`src/design/sset_pkg.sv`:
```
// Package for the sorted set unit: shared types and constants.
`default_nettype none

package sset_pkg;

   localparam int DEF_CAPACITY = 16;
   localparam int VALUE_W      = 32;
   localparam int COUNT_W      = 5;

   // Request operation codes
   typedef enum logic [0:0] {
      FUNC_ADD    = 1'b0,
      FUNC_REMOVE = 1'b1
   } func_type;

   // Response status codes
   typedef enum logic [1:0] {
      STATUS_DONE     = 2'd0,
      STATUS_PRESENT  = 2'd1,
      STATUS_FULL     = 2'd2,
      STATUS_REJECTED = 2'd3
   } status_type;

   localparam logic signed [VALUE_W-1:0] MINUS_ONE = -32'sd1;

   // Command broadcast to every cell of the chain
   typedef struct packed {
      logic                        ins;
      logic                        rem;
      logic signed [VALUE_W-1:0]   value;
   } cell_cmd_type;

endpackage

`default_nettype wire

```
`src/design/sset_cell.sv`:
```
// One compare-and-shift cell of the sorted set chain.
`default_nettype none

module sset_cell
   import sset_pkg::*;
(
   input  wire logic                      clock,
   input  wire cell_cmd_type              cmd,
   input  wire logic                      valid,
   input  wire logic                      prev_lt,
   input  wire logic signed [VALUE_W-1:0] prev_entry,
   input  wire logic signed [VALUE_W-1:0] next_entry,
   output logic signed [VALUE_W-1:0]      entry,
   output logic                           lt,
   output logic                           hit
);

   logic signed [VALUE_W-1:0] entry_ff;
   logic signed [VALUE_W-1:0] entry_in;

   // compare against the request value
   assign lt    = valid && (entry_ff < cmd.value);
   assign hit   = valid && (entry_ff == cmd.value);
   assign entry = entry_ff;

   // entries at or above the insert/remove point move
   always_comb begin
      entry_in = entry_ff;
      if (cmd.ins && !lt) begin
         entry_in = prev_lt ? cmd.value : prev_entry;
      end else if (cmd.rem && !lt) begin
         entry_in = next_entry;
      end
   end

   always_ff @(posedge clock) begin
      entry_ff <= entry_in;
   end

endmodule

`default_nettype wire

```
`src/design/sorted_set_insert_remove_unit.sv`:
```
// Response valid is registered: it rises in the cycle after request acceptance.
// One request per cycle while responses are taken; each compare-and-shift cell decides
// and moves its entry in the same cycle, so the chain resolves a whole add or remove at once.
// Reset clears the element count and the response valid; entry contents stay undefined
// and are never read past the count.
// Top level of the sorted set unit: cell chain, count and response register.
`default_nettype none

module sorted_set_insert_remove_unit
   import sset_pkg::*;
#(
   parameter int CAPACITY = DEF_CAPACITY
)
(
   input  wire logic                      clock,
   input  wire logic                      reset,
   input  wire logic                      req_valid,
   output logic                           req_ready,
   input  wire logic                      req_func,
   input  wire logic signed [VALUE_W-1:0] req_value,
   output logic                           rsp_valid,
   input  wire logic                      rsp_ready,
   output logic [1:0]                     rsp_status,
   output logic [COUNT_W-1:0]             rsp_count,
   output logic                           rsp_empty_res
);

   localparam int HELD_W = $clog2(CAPACITY + 1);

   logic [HELD_W-1:0]         held_ff, held_in;
   logic                      rsp_valid_ff, rsp_valid_in;
   status_type                status_ff, status_in;
   logic [COUNT_W-1:0]        count_ff;
   logic                      empty_ff;

   logic signed [VALUE_W-1:0] entry_vec [CAPACITY];
   logic [CAPACITY-1:0]       lt_vec;
   logic [CAPACITY-1:0]       hit_vec;
   logic [CAPACITY-1:0]       valid_vec;

   logic                      accept;
   logic                      present;
   logic                      full;
   cell_cmd_type              cmd;

   assign req_ready = !rsp_valid_ff || rsp_ready;
   assign accept    = req_valid && req_ready;
   assign present   = |hit_vec;
   assign full      = (held_ff >= HELD_W'(CAPACITY));

   // decide the operation and its status
   always_comb begin
      cmd.value = req_value;
      cmd.ins   = 1'b0;
      cmd.rem   = 1'b0;
      status_in = STATUS_DONE;
      held_in   = held_ff;
      if (req_func == FUNC_ADD) begin
         if (present) begin
            status_in = STATUS_PRESENT;
         end else if (full) begin
            status_in = STATUS_FULL;
         end else begin
            cmd.ins = accept;
            held_in = held_ff + HELD_W'(1);
         end
      end else begin
         if (req_value == MINUS_ONE) begin
            status_in = STATUS_REJECTED;
         end else if (present) begin
            cmd.rem = accept;
            held_in = held_ff - HELD_W'(1);
         end
      end
   end

   // chain of cells, each talking to its neighbors
   for (genvar i = 0; i < CAPACITY; i++) begin : g_cell
      logic                      prev_lt;
      logic signed [VALUE_W-1:0] prev_entry;
      logic signed [VALUE_W-1:0] next_entry;

      assign valid_vec[i] = (HELD_W'(i) < held_ff);

      if (i == 0) begin : g_first
         assign prev_lt    = 1'b1;
         assign prev_entry = req_value;
      end else begin : g_mid
         assign prev_lt    = lt_vec[i-1];
         assign prev_entry = entry_vec[i-1];
      end

      if (i == CAPACITY - 1) begin : g_last
         assign next_entry = entry_vec[i];
      end else begin : g_inner
         assign next_entry = entry_vec[i+1];
      end

      sset_cell u_cell (
         .clock      (clock),
         .cmd        (cmd),
         .valid      (valid_vec[i]),
         .prev_lt    (prev_lt),
         .prev_entry (prev_entry),
         .next_entry (next_entry),
         .entry      (entry_vec[i]),
         .lt         (lt_vec[i]),
         .hit        (hit_vec[i])
      );
   end

   // count and response valid
   assign rsp_valid_in = accept || (rsp_valid_ff && !rsp_ready);

   always_ff @(posedge clock) begin
      if (reset) begin
         held_ff      <= '0;
         rsp_valid_ff <= 1'b0;
      end else begin
         rsp_valid_ff <= rsp_valid_in;
         if (accept) begin
            held_ff <= held_in;
         end
      end
   end

   // response payload; count is reported modulo the count field width
   always_ff @(posedge clock) begin
      if (accept) begin
         status_ff <= status_in;
         count_ff  <= COUNT_W'(held_in);
         empty_ff  <= (held_in == '0);
      end
   end

   assign rsp_valid     = rsp_valid_ff;
   assign rsp_status    = status_ff;
   assign rsp_count     = count_ff;
   assign rsp_empty_res = empty_ff;

   // checks
   a_held_bound: assert property (@(posedge clock) disable iff (reset)
      held_ff <= HELD_W'(CAPACITY))
      else $error("element count above capacity");

   a_hit_unique: assert property (@(posedge clock) disable iff (reset)
      $onehot0(hit_vec))
      else $error("value matched in more than one cell");

   a_ins_count: assert property (@(posedge clock) disable iff (reset)
      cmd.ins |=> held_ff == $past(held_ff) + HELD_W'(1))
      else $error("insert did not advance count");

   a_rem_count: assert property (@(posedge clock) disable iff (reset)
      cmd.rem |=> held_ff == $past(held_ff) - HELD_W'(1))
      else $error("remove did not reduce count");

   a_full_status: assert property (@(posedge clock) disable iff (reset)
      rsp_valid_ff && status_ff == STATUS_FULL |-> !empty_ff)
      else $error("full status reported on empty set");

endmodule

`default_nettype wire
```
`config.mk`:
```
export PLATFORM = sky130hd
export DESIGN_NAME = sorted_set_insert_remove_unit
export DESIGN_NICKNAME = d
export VERILOG_FILES = /design/src/design/sset_pkg.sv /design/src/design/sset_cell.sv /design/src/design/sorted_set_insert_remove_unit.sv
export SDC_FILE = /design/constraint.sdc
export NUM_CORES = 2
export LEC_CHECK = 0
export ABC_AREA = 0
export BUFFER_PORTS_ARGS = -buffer_cell sky130_fd_sc_hd__buf_4
export CAP_MARGIN = 20
export CORE_MARGIN = 3
export CORE_UTILIZATION = 50
export CTS_CLUSTER_SIZE = 12
export DETAILED_ROUTE_END_ITERATION = 16
export GPL_ROUTABILITY_DRIVEN = 0
export PLACE_DENSITY = 0.66
export SETUP_SLACK_MARGIN = 0.05
export SLEW_MARGIN = 15
export SYNTH_ARGS = -nofsm -noshare
export SYNTH_HDL_FRONTEND = slang
export SYNTH_SLANG_ARGS = --single-unit
```
`constraint.sdc`:
```
create_clock -name clock -period 8.7 [get_ports clock]
set_input_delay 0.435 -clock clock [delete_from_list [all_inputs] [get_ports clock]]
set_output_delay 0.435 -clock clock [all_outputs]
set_load 0.03 [all_outputs]
```
==> metrics.txt <==
largest net degree at the start of global routing=130; WP data arrival=5650 ps; max_cap viols=0; hold path depth=2; I/O pin count=47; Worst setup EP type=flop; CTS Sinks=526; flop2flop setup slack=3700 ps; first-pass GRT wire length=178000 µm; period utilization=60.7%; Chip Height=287 µm; Total Negative Setup Slacks=0 ps; DP Area=40700 µm²; via density per instance=6.44; Clk pin slew, worst setup/hold paths=60 ps; DPL Wire Length=86100 µm; Layout area overhead=8.00%; Nets=4006; Mapped Area=39500 µm²; Slew Viols, Final=0; CTS root buf=clkbuf_16; Fin. Hold Viols=0; number of global-route vias before repair=28946; total CTS buffers=61; Site Rows=102; Setup Viol. Count Final=0; initial antenna violation count=2; main flop type after synthesis=edfxtp_1; Synth Instances=3521; hold buffers post-CTS=0; Critical Path RT=9080 ps; GRT Resource Usage Total=27.9%; Final ANT Viol Nets=0; gr ovfl total=0; reg2reg end=g_cell[4].u_cell.entry[10]; Pre-Repair DR Iteration Count=6; RSZ-0062 raised after global routing=no; H-tree Lvls=2; Hold Crit Start=reset; maximum vdd drop=0.000161 V; CTS tree=yes; Total Die Area=82400 µm²; WL final=117000 µm; Setup Buffers After CTS=0; number of synthesized flops with an enable pin=520; total power=6.83 mW; routed len/inst=25.8 µm; leak pwr=18.0 nW; ys async rst share=0%; Cell Pwr Density=160 nW/µm²; Distinct cells, synth=70; crit-path max FO=34; DRT iter0 DRCs=2518; layout cells sized above 1=14.3%; Max Buffers Root-to-Sink=3; outcome=finished, final reports clean; chip width=287 µm; Syn Nets=4073; initial core utilization=50.7%; worst hold path type=primary input to flop; CP Launch Type=primary input; FF-to-FF Start=held_ff[1]; clock latency on the worst-skew pair=650 ps; slew margin rel.=24.7%; Clock Skew=30.7 ps; Worst Hold Path EP=held_ff[3]; Yosys reg bits=526; Least-Margin Pin Slew=1130 ps; Period minus WS final=5280 ps; PortBufs=46; routed vias=29239; core area=77800 µm²; syn avg cell area=11.2 µm²; fin area=42700 µm²; WS Path Type=primary input to flop; FMAX=0.189 GHz; Yosys warnings=0; Register-to-Register Path Depth=11; sequential area share after synthesis=39.8%; Residual DRC=0; post_cts resized=0
critical path: stages:
cell and delay, ps:
buf_4 190, inv_1 730, ha_1 380, a21o_1 180, a21o_1 170, a21oi_1 320
nand2_1 110, o311a_1 340, a311oi_1 410, mux2i_4 290, buf_4 580, nand2b_1 620
buf_4 430, mux2_2 380
final cells by class:
type                       count  area (µm²)
clock buffer                  74        1580
sequential                   526       15700
fill                        6794       35200
antenna                        1        2.50
multi-input combinational   2646       22500
tap                         1040        1300
timing repair buffer          94         751
clock inverter                36         358
inverter                     125         469
logic make-up after synthesis:
| logic type | share of synthesized area, % |
|---|---|
| xor gates and xnor gates | 0.0665 |
| muxes | 18.7 |
| AOI/OAI and AO/OA | 14.4 |
| buffers and inverters | 4.02 |
| adders and majority gates | 16.3 |
| and+or+nand+nor | 6.73 |
| DFF | 39.8 |
through the flow:
stage               instances  worst slack [ps]  util (%)  hold slack, ps
floorplan                3521              3250         -             504
global placement         4429              2930      52.3             523
detailed placement       4430              2880      52.3             525
CTS                      4540              3500      54.8            11.2
global route             4542              3300      54.8            24.5
finish                   4542              3420      54.8            39.0
worst max-delay path by stage:
stage,endpoint,cells past startpoint,startpoint
finish,g_cell[4].u_cell.entry[11],14,req_value[21]
global route,g_cell[4].u_cell.entry[9],14,req_value[21]
CTS,g_cell[4].u_cell.entry[4],14,req_value[21]
detailed placement,g_cell[4].u_cell.entry[4],14,req_value[21]
global placement,g_cell[4].u_cell.entry[5],14,req_value[21]
floorplan,g_cell[6].u_cell.entry[0],11,req_value[25]
synthesized netlist by cell type (all sizes together), types with 3 or more instances:
cell type  instances  area share (%)
nor3b              5           0.095
and3               3           0.048
nor3              28            0.40
nor2b             36            0.57
xnor2              3           0.067
edfxtp           520              40
clkbuf           129             1.2
o211ai             6            0.11
a211oi             9            0.17
o21ai            110             1.4
inv              125             1.2
buf               95             1.6
nand2             72            0.72
a21oi            447             5.7
a21o             188             3.6
nor2              65            0.62
and2               6           0.095
mux2i            404              10
o21a              31            0.59
ha               515              16
nor4              23            0.40
o21bai             5           0.095
or3                9            0.14
nand2b            11            0.17
dfxtp              6            0.30
o31ai              5           0.095
nand3             60            0.76
nand4            147             2.3
a31oi            132             2.1
nand4b             4           0.089
or2                3           0.048
mux2             285             8.4
o2111ai            3           0.067
power by group:
part	switching [mW]	leakage (nW)	internal (mW)	total (mW)
registers	0.111	4.89	2.97	3.08
logic	0.694	12.2	0.461	1.16
clock network	1.11	0.956	1.48	2.59
total	1.91	18.0	4.91	6.83
metal layers:
| layer | share of wire [%] | GRT usage [%] |
|---|---|---|
| met3 | 6.0 | 3.35 |
| met2 | 46 | 46.1 |
| met4 | 5.4 | 12.7 |
| met5 | 0 | 0 |
| met1 | 42 | 36.7 |
registers in the layout, indices dropped and copies added, names as in the netlist:
signal / flops
g_cell.u_cell.entry: 512
held_ff: 5
rsp_count: 5
rsp_empty_res: 1
rsp_status: 2
rsp_valid: 1
cells in the final DEF (no fill, tap or decap), types with 9 or more instances in the layout:
cell / instances
edfxtp_1: 520
ha_1: 515
a21oi_1: 446
mux2i_1: 397
mux2_2: 242
a21o_1: 188
nand4_1: 146
a31oi_1: 132
inv_1: 125
o21ai_0: 106
buf_4: 91
nand2_1: 70
clkbuf_16: 61
nand3_1: 60
nor2_1: 58
o21a_1: 31
mux2_4: 30
nor3_1: 25
nor2b_1: 25
nor4_1: 22
clkinv_2: 16
mux2_1: 13
clkbuf_1: 13
nand2b_1: 10
nor2b_4: 10
or3_1: 9
clkinv_1: 9
Power figures use the tool's default switching activity.
